## config.mk

```make
export PLATFORM = sky130hd
export DESIGN_NAME = multi_button_debouncer_flat
export DESIGN_NICKNAME = d
export VERILOG_FILES = /design/src/rtl/core/mbd_pkg.sv /design/src/rtl/core/mbd_if.sv /design/src/rtl/core/mbd_lane.sv /design/src/rtl/core/mbd_merge.sv /design/src/rtl/core/multi_button_debouncer.sv /design/src/flat_wrapper.sv
export SDC_FILE = /design/constraint.sdc
export NUM_CORES = 2
export LEC_CHECK = 0
export ABC_CLOCK_PERIOD_IN_PS = 6600
export BUFFER_PORTS_ARGS = -buffer_cell sky130_fd_sc_hd__buf_2
export CAP_MARGIN = 20
export CORE_ASPECT_RATIO = 2
export CORE_MARGIN = 4
export CORE_UTILIZATION = 60
export CTS_BUF_LIST = sky130_fd_sc_hd__clkbuf_4 sky130_fd_sc_hd__clkbuf_8
export CTS_CLUSTER_SIZE = 40
export DETAILED_ROUTE_END_ITERATION = 8
export HOLD_SLACK_MARGIN = 0.05
export PLACE_DENSITY = 0.84
export RECOVER_POWER = 50
export SYNTH_ARGS = -nofsm -noshare
export SYNTH_HDL_FRONTEND = slang
export SYNTH_SLANG_ARGS = --single-unit
```

## constraint.sdc

```tcl
create_clock -name clk -period 6.6 [get_ports clk]
set_input_delay 0.99 -clock clk [delete_from_list [all_inputs] [get_ports clk]]
set_output_delay 0.99 -clock clk [all_outputs]
set_load 0.03 [all_outputs]
```

## src/rtl/core/mbd_pkg.sv

```systemverilog
// Package for the multi-button debouncer: sizes, register indexes, mode codes
// and the configuration struct shared by the lanes and the top level.
// No dependencies.
`timescale 1ns / 1ps

package mbd_pkg;

  // Number of debounced buttons and width of the pin sample and result mask.
  localparam int BUTTON_COUNT = 16;
  localparam int PIN_W        = 16;
  localparam int TIME_W       = 32;
  localparam int MODE_W       = 2;

  // Configuration port geometry.
  localparam int CFG_IDX_W  = 2;
  localparam int CFG_DATA_W = 32;

  // Register indexes.
  localparam logic [CFG_IDX_W-1:0] REG_MODE = 2'd0;
  localparam logic [CFG_IDX_W-1:0] REG_TIME = 2'd1;

  // Debounce mode codes. The unused code behaves as deferred.
  localparam logic [MODE_W-1:0] MODE_NONE  = 2'd0;
  localparam logic [MODE_W-1:0] MODE_EAGER = 2'd1;
  localparam logic [MODE_W-1:0] MODE_DEFER = 2'd2;

  // Register reset values.
  localparam logic [MODE_W-1:0] MODE_RESET = MODE_DEFER;
  localparam logic [TIME_W-1:0] TIME_RESET = 32'd5000;

  // Configuration seen by every lane.
  typedef struct packed {
    logic [MODE_W-1:0] mode;
    logic [TIME_W-1:0] dtime;
  } mbd_cfg_t;

endpackage

```

## src/rtl/core/mbd_if.sv

```systemverilog
// Channel interfaces of the multi-button debouncer: input samples, debounced
// results and configuration writes. Depends on mbd_pkg.
`timescale 1ns / 1ps

interface mbd_in_if;
  import mbd_pkg::*;
  logic              valid;
  logic              ready;
  logic [PIN_W-1:0]  pin_levels;
  logic [TIME_W-1:0] time_now;
  modport source (output valid, output pin_levels, output time_now, input ready);
  modport sink   (input valid, input pin_levels, input time_now, output ready);
endinterface

interface mbd_out_if;
  import mbd_pkg::*;
  logic             valid;
  logic             ready;
  logic [PIN_W-1:0] pressed_mask;
  modport source (output valid, output pressed_mask, input ready);
  modport sink   (input valid, input pressed_mask, output ready);
endinterface

interface mbd_cfg_if;
  import mbd_pkg::*;
  logic                  valid;
  logic                  ready;
  logic [CFG_IDX_W-1:0]  index;
  logic [CFG_DATA_W-1:0] data;
  modport source (output valid, output index, output data, input ready);
  modport sink   (input valid, input index, input data, output ready);
endinterface

```

## src/rtl/core/mbd_lane.sv

```systemverilog
// One debounce lane: raw level, last change time and debounced level of a
// single button. Depends on mbd_pkg.
`timescale 1ns / 1ps

module mbd_lane (
  input  logic                      clk,
  input  logic                      rst_n,
  input  mbd_pkg::mbd_cfg_t         cfg,
  input  logic                      load,
  input  logic                      raw,
  input  logic [mbd_pkg::TIME_W-1:0] now,
  output logic                      deb_nxt
);
  import mbd_pkg::*;

  logic              last_r, last_nxt;
  logic              deb_r;
  logic [TIME_W-1:0] time_r, time_nxt;
  logic [TIME_W-1:0] base_time;
  logic [TIME_W-1:0] elapsed;
  logic              expired;

  // In deferred mode a raw edge restarts the timer before the elapsed check.
  assign base_time = (cfg.mode[1] && (raw != last_r)) ? now : time_r;
  assign elapsed   = now - base_time;
  assign expired   = (raw != deb_r) && (elapsed >= cfg.dtime);

  // Next state for the current mode.
  always_comb begin
    last_nxt = raw;
    deb_nxt  = deb_r;
    time_nxt = time_r;
    case (cfg.mode)
      MODE_NONE: begin
        deb_nxt = raw;
      end
      MODE_EAGER: begin
        if (expired) begin
          deb_nxt  = raw;
          time_nxt = now;
        end
      end
      MODE_DEFER: begin
        time_nxt = base_time;
        if (expired) deb_nxt = raw;
      end
      default: begin
        time_nxt = base_time;
        if (expired) deb_nxt = raw;
      end
    endcase
  end

  // State advances once per accepted transfer.
  always_ff @(posedge clk) begin
    if (!rst_n) begin
      last_r <= 1'b0;
      deb_r  <= 1'b0;
      time_r <= '0;
    end else if (load) begin
      last_r <= last_nxt;
      deb_r  <= deb_nxt;
      time_r <= time_nxt;
    end
  end

endmodule

```

## src/rtl/core/mbd_merge.sv

```systemverilog
// Merge stage: gathers the lane results into the pressed mask and holds it in
// the output register until the transfer completes. Depends on mbd_pkg.
`timescale 1ns / 1ps

module mbd_merge (
  input  logic                          clk,
  input  logic                          rst_n,
  input  logic                          load,
  input  logic [mbd_pkg::BUTTON_COUNT-1:0] lane_deb,
  output logic                          busy,
  mbd_out_if.source                     out_ch
);
  import mbd_pkg::*;

  logic             valid_r;
  logic [PIN_W-1:0] mask_r, mask_nxt;

  // Buttons beyond the mask width are dropped; missing ones read as zero.
  always_comb begin
    mask_nxt = '0;
    for (int i = 0; i < PIN_W; i++) begin
      if (i < BUTTON_COUNT) mask_nxt[i] = lane_deb[i];
    end
  end

  // The register is free when empty or when its result leaves this cycle.
  assign busy = valid_r && !out_ch.ready;

  always_ff @(posedge clk) begin
    if (!rst_n) begin
      valid_r <= 1'b0;
    end else if (load) begin
      valid_r <= 1'b1;
    end else if (out_ch.ready) begin
      valid_r <= 1'b0;
    end
  end

  always_ff @(posedge clk) begin
    if (load) mask_r <= mask_nxt;
  end

  assign out_ch.valid        = valid_r;
  assign out_ch.pressed_mask = mask_r;

endmodule

```

## src/rtl/core/multi_button_debouncer.sv

```systemverilog
// Multi-button debouncer top level: configuration registers, one lane per
// button and the merge stage. Depends on mbd_pkg, mbd_if, mbd_lane, mbd_merge.
// The pressed mask appears in the cycle after the input transfer.
// Throughput: one sample per cycle unless the output stalls; all lanes update
// at once and the output register accepts a new mask as the old one is taken.
// Reset (synchronous, rst_n low): all lane state cleared, mode deferred,
// debounce time 5000, output empty.
`timescale 1ns / 1ps

module multi_button_debouncer (
  input  logic      clk,
  input  logic      rst_n,
  mbd_in_if.sink    in_ch,
  mbd_out_if.source out_ch,
  mbd_cfg_if.sink   cfg_ch
);
  import mbd_pkg::*;

  mbd_cfg_t              cfg_r;
  logic                  accept;
  logic                  busy;
  logic [BUTTON_COUNT-1:0] lane_deb;

  // Configuration writes; indexes past the list are ignored.
  assign cfg_ch.ready = 1'b1;

  always_ff @(posedge clk) begin
    if (!rst_n) begin
      cfg_r.mode  <= MODE_RESET;
      cfg_r.dtime <= TIME_RESET;
    end else if (cfg_ch.valid) begin
      case (cfg_ch.index)
        REG_MODE: cfg_r.mode  <= cfg_ch.data[MODE_W-1:0];
        REG_TIME: cfg_r.dtime <= cfg_ch.data[TIME_W-1:0];
        default:  ;
      endcase
    end
  end

  // Input transfer.
  assign in_ch.ready = !busy;
  assign accept      = in_ch.valid && !busy;

  // One lane per button.
  for (genvar g = 0; g < BUTTON_COUNT; g++) begin : g_lane
    logic raw;
    if (g < PIN_W) begin : g_pin
      assign raw = in_ch.pin_levels[g];
    end else begin : g_nopin
      assign raw = 1'b0;
    end
    mbd_lane u_lane (
      .clk     (clk),
      .rst_n   (rst_n),
      .cfg     (cfg_r),
      .load    (accept),
      .raw     (raw),
      .now     (in_ch.time_now),
      .deb_nxt (lane_deb[g])
    );
  end

  // Result merge and output register.
  mbd_merge u_merge (
    .clk      (clk),
    .rst_n    (rst_n),
    .load     (accept),
    .lane_deb (lane_deb),
    .busy     (busy),
    .out_ch   (out_ch)
  );

endmodule
```

## src/flat_wrapper.sv

```systemverilog
// flat-port wrapper written by rule: the top's interface ports become plain ports
module multi_button_debouncer_flat import mbd_pkg::*;
  (clk, rst_n, in_ch_valid, in_ch_pin_levels, in_ch_time_now, in_ch_ready, out_ch_valid, out_ch_pressed_mask, out_ch_ready, cfg_ch_valid, cfg_ch_index, cfg_ch_data, cfg_ch_ready);
  mbd_in_if in_ch_i ();
  mbd_out_if out_ch_i ();
  mbd_cfg_if cfg_ch_i ();
  input  logic clk;
  input  logic rst_n;
  input wire logic [$bits(in_ch_i.valid)-1:0] in_ch_valid;
  input wire logic [$bits(in_ch_i.pin_levels)-1:0] in_ch_pin_levels;
  input wire logic [$bits(in_ch_i.time_now)-1:0] in_ch_time_now;
  output wire logic [$bits(in_ch_i.ready)-1:0] in_ch_ready;
  output wire logic [$bits(out_ch_i.valid)-1:0] out_ch_valid;
  output wire logic [$bits(out_ch_i.pressed_mask)-1:0] out_ch_pressed_mask;
  input wire logic [$bits(out_ch_i.ready)-1:0] out_ch_ready;
  input wire logic [$bits(cfg_ch_i.valid)-1:0] cfg_ch_valid;
  input wire logic [$bits(cfg_ch_i.index)-1:0] cfg_ch_index;
  input wire logic [$bits(cfg_ch_i.data)-1:0] cfg_ch_data;
  output wire logic [$bits(cfg_ch_i.ready)-1:0] cfg_ch_ready;
  assign in_ch_i.valid = in_ch_valid;
  assign in_ch_i.pin_levels = in_ch_pin_levels;
  assign in_ch_i.time_now = in_ch_time_now;
  assign in_ch_ready = in_ch_i.ready;
  assign out_ch_valid = out_ch_i.valid;
  assign out_ch_pressed_mask = out_ch_i.pressed_mask;
  assign out_ch_i.ready = out_ch_ready;
  assign cfg_ch_i.valid = cfg_ch_valid;
  assign cfg_ch_i.index = cfg_ch_index;
  assign cfg_ch_i.data = cfg_ch_data;
  assign cfg_ch_ready = cfg_ch_i.ready;
  multi_button_debouncer u_core (.clk(clk), .rst_n(rst_n), .in_ch(in_ch_i), .out_ch(out_ch_i), .cfg_ch(cfg_ch_i));
endmodule
```

==> summary.md <==
| Metric | Value |
|---|---|
| Status | `complete, but fails checks` |
| Violations in the final reports | `max-capacitance violations, max-slew violations` |
| Overall track demand over capacity in global routing | `37.3%` |
| Yosys synthesis warning count | `0` |
| Critical path endpoint | `u_core.g_lane[3].u_lane.time_r[24]` |
| Worst-Margin Slew | `1.99 ns` |
| Finished Core Util | `69.4%` |
| Number of buffers added by the clock tree synthesis step | `101` |
| Netlist area before placement | `0.0650 mm^2` |
| Top_reg_cell synth | `sky130_fd_sc_hd__dfxtp_1` |
| Clock sink count | `595` |
| Clock edge transition at the registers on the reported setup and hold paths | `0.07 ns` |
| Via count | `62800` |
| Total instance count after detailed placement | `9691` |
| Slowest cell on the critical path | `sky130_fd_sc_hd__dfxtp_4` |
| Routed length per instance | `22.3 um` |
| Starting density of the core | `60.5%` |
| Core area | `0.107 mm^2` |
| Clock skew | `0.0412 ns` |
| Bufs on Longest Clock Path | `3` |
| Clock tree from TritonCTS | `done` |
| Synth Register Bits | `595` |
| Post-synth EDFFs | `16` |
| Net Count, Synth | `8916` |
| Placer Congestion | `0.993` |
| Proportion of layout cells with a drive suffix above 1 | `13.5%` |
| Worst relative slew slack | `-32.9%` |
| Setup slack of the most critical reg-to-reg path | `0.25 ns` |
| Drt pass-1 iters | `6` |
| Final-layout fill cell count | `8959` |
| Total negative slack | `0 ns` |
| Signed area change from the synthesized netlist to the final layout | `14.6%` |
| Final hold violation count | `0` |
| Delay of the slowest cell on the worst path | `0.44 ns` |
| Length in cells of the worst reg-to-reg path | `29` |
| Cell chosen for the clock root | `sky130_fd_sc_hd__clkbuf_8` |
| Final ANT Viol Nets | `0` |
| Syn_area_per_cell | `8.22 um^2` |
| Setup Viol. Count Final | `0` |
| Average vias per placed instance | `6.35` |
| Cell type with the highest occurrence count on the critical path | `sky130_fd_sc_hd__a21o_1` |
| Floorplan die height | `473 um` |
| Number of different library cells in the post-synthesis netlist | `103` |
| Hold crit path type | `input port to flip-flop` |
| CP arrival | `7.08 ns` |
| Cell row count | `170` |
| # DRC | `0` |
| Wire length of the first global-routing pass | `339000 um` |
| Asr flop ratio synth | `0%` |
| Final global-route overflow total | `0` |
| Number of slew-limit violations in the final report | `87` |
| Crit. End Element | `flip-flop` |
| Top cell type's share of synthesized area | `17.9%` |
| Count leader, synth | `sky130_fd_sc_hd__ha_1` |
| Worst setup path category | `flip-flop to flip-flop` |
| Maximum net fanout on the critical path | `19` |
| Placed inst area | `0.0720 mm^2` |
| Count of buffers inserted at the top-level ports | `104` |
| Vias in the first global route | `62200` |
| Leakage power summed over all cells | `33.4 nW` |
| Minimum clock period | `6.35 ns` |
| Synth area leader | `sky130_fd_sc_hd__ha_1` |
| Cells after Synth | `7901` |
| Worst skew pair latency | `0.87 ns` |
| Total Nets Final | `9435` |
| DIE AREA | `0.114 mm^2` |
| Max capacitance violation total | `3` |
| Critical register-to-register path endpoint | `u_core.g_lane[3].u_lane.time_r[24]` |
| Max Freq | `0.158 GHz` |
| Largest cells by area after synthesis | `sky130_fd_sc_hd__ha_1 (18%), sky130_fd_sc_hd__dfxtp_1 (18%), sky130_fd_sc_hd__mux2i_1 (13%)` |
| Count of pins on the block boundary | `106` |
| PwrDens | `243 mW/mm^2` |
| Number of antenna violations at the first check in global routing | `4` |
| Maximum resistive drop on vdd | `0.240 mV` |
| WL final | `220000 um` |
| Proportion of synthesized chip area in sequential cells | `18.6%` |
| Worst setup path startpoint | `u_core.cfg_r[33]` |
| Total Power Consumption | `18.1 mW` |
| Number of H-tree branching levels | `3` |
| Maximum number of pins on one net before global-route repair | `171` |
| Floorplan die width | `241 um` |
| Crit start category | `flip-flop` |
| Post-route fraction of the period consumed by the critical path | `96.2%` |
| Drt initial violations | `4540` |
| Non-filler cells, final | `9886` |
| CP Data Required Time | `7.33 ns` |
| Worst reg2reg startpoint | `u_core.cfg_r[33]` |
| Area of all placed cells without fillers | `0.0745 mm^2` |
| Post-detailed-placement half-perimeter wirelength | `169000 um` |
| Commonest cells post-synth | `sky130_fd_sc_hd__ha_1 (928), sky130_fd_sc_hd__mux2i_1 (876), sky130_fd_sc_hd__nand2_1 (722), sky130_fd_sc_hd__a21oi_1 (617), sky130_fd_sc_hd__dfxtp_1 (579)` |
==> cell families after synthesis <==
logic type | Yosys count | share of synthesized area, %
other cells | 1 | 0.00577
buf+inv | 602 | 3.71
mux | 893 | 13.8
xor+xnor | 534 | 7.24
flops | 595 | 18.6
compound gates | 2129 | 21.3
simple gates | 2194 | 17.1
fa+ha+maj | 953 | 18.3
==> per-stage QoR <==
step / setup slack, ns / hold slack (ns)
after detailed placement: -0.467 / 0.451
after global routing: -0.0521 / 0.372
after global placement: -0.328 / 0.442
final: 0.251 / 0.376
after floorplan: 0.0223 / 0.434
after CTS: 0.0241 / 0.329
==> how the worst min path moves through the flow <==
stage                                        from                                  to  depth (start not counted)  slack (ns)
2_1_floorplan  u_core.g_lane[0].u_lane.time_r[10]  u_core.g_lane[0].u_lane.time_r[10]                          2        0.43
3_3_place_gp   u_core.g_lane[0].u_lane.time_r[27]  u_core.g_lane[0].u_lane.time_r[27]                          2        0.44
3_5_place_dp   u_core.g_lane[0].u_lane.time_r[11]  u_core.g_lane[0].u_lane.time_r[11]                          2        0.45
4_1_cts                            cfg_ch_data[9]                     u_core.cfg_r[9]                          3        0.33
5_1_grt                            cfg_ch_data[8]                     u_core.cfg_r[8]                          3        0.37
6_report                           cfg_ch_data[8]                     u_core.cfg_r[8]                          3        0.38
==> power breakdown <==
| part | total, mW | switching [mW] | internal (mW) |
|---|---|---|---|
| registers | 4.04 | 0.171 | 3.87 |
| logic | 9.94 | 5.44 | 4.50 |
| clock network | 4.15 | 1.85 | 2.31 |
==> cell usage in the layout (no fill, tap or decap), types with 26 or more instances in the layout <==
| cell | count |
|---|---|
| sky130_fd_sc_hd__nor4_1 | 27 |
| sky130_fd_sc_hd__o21a_1 | 45 |
| sky130_fd_sc_hd__nor2_1 | 292 |
| sky130_fd_sc_hd__o21ai_0 | 345 |
| sky130_fd_sc_hd__a21o_1 | 445 |
| sky130_fd_sc_hd__o21ai_1 | 39 |
| sky130_fd_sc_hd__mux2i_1 | 876 |
| sky130_fd_sc_hd__o211ai_1 | 47 |
| sky130_fd_sc_hd__a21boi_0 | 74 |
| sky130_fd_sc_hd__dfxtp_1 | 578 |
| sky130_fd_sc_hd__xnor2_1 | 324 |
| sky130_fd_sc_hd__inv_1 | 181 |
| sky130_fd_sc_hd__a31oi_1 | 85 |
| sky130_fd_sc_hd__clkbuf_8 | 127 |
| sky130_fd_sc_hd__buf_4 | 658 |
| sky130_fd_sc_hd__nand2b_1 | 150 |
| sky130_fd_sc_hd__a21oi_1 | 613 |
| sky130_fd_sc_hd__nand3_1 | 132 |
| sky130_fd_sc_hd__xor2_1 | 206 |
| sky130_fd_sc_hd__nor3_1 | 52 |
| sky130_fd_sc_hd__o21bai_1 | 70 |
| sky130_fd_sc_hd__buf_2 | 84 |
| sky130_fd_sc_hd__a221oi_1 | 26 |
| sky130_fd_sc_hd__nor2b_1 | 462 |
| sky130_fd_sc_hd__buf_12 | 66 |
| sky130_fd_sc_hd__and2_1 | 50 |
| sky130_fd_sc_hd__nand4_1 | 131 |
| sky130_fd_sc_hd__nand2_1 | 720 |
| sky130_fd_sc_hd__a211oi_1 | 32 |
| sky130_fd_sc_hd__ha_1 | 928 |
| sky130_fd_sc_hd__and3_1 | 54 |
==> worst max-delay path, delay by kind of cell (launching register included) <==
family / cells / cell delay [ns]
xor+xnor: 1 / 0.18
fa+ha+maj: 2 / 0.64
mux: 2 / 0.33
compound gates: 14 / 2.99
flops: 1 / 0.44
buf+inv: 5 / 0.91
simple gates: 5 / 0.72
==> final cells by class <==
cell class              count  area [um^2]  area share, %
flip-flops and latches    595        12100           16.2
well taps                1376         1720           2.31
diodes                      5         12.5         0.0168
multi-input cells        6704        50800           68.2
repair buffers            832         6780           9.11
clock buffers             152         1940           2.60
clock inverters            36          477          0.640
inverters                 186          698          0.937
==> sequential cells by signal, indices dropped and copies added, names as in the netlist <==
name and flops:
u_core.cfg_r 34, u_core.u_merge.out_ch.valid 1, u_core.g_lane.u_lane.deb_r 16, u_core.u_merge.out_ch.pressed_mask 16
u_core.g_lane.u_lane.last_r 16, u_core.g_lane.u_lane.time_r 512
==> repair_timing <==
| item | 4_1_cts | 5_1_grt |
|---|---|---|
| hold endpoints to repair | 0 | 0 |
| setup endpoints to repair | 33 | 262 |
| setup buffers | 0 | 2 |
| resized for setup | 1 | 24 |
| cloned | 0 | 0 |
| hold buffers | 0 | 0 |
| pin swaps | 0 | 3 |
==> layer usage <==
metal | global-route usage (%) | vias to the layer above | share of wire (%)
met1 | 44.0 | 29600 | 39
met4 | 28.9 | 0 | 9.5
met5 | 0 | - | 0
met2 | 61.0 | 2382 | 45
li1 | - | 29900 | -
met3 | 4.78 | 889 | 5.8
(Power assumes the default switching activity.)
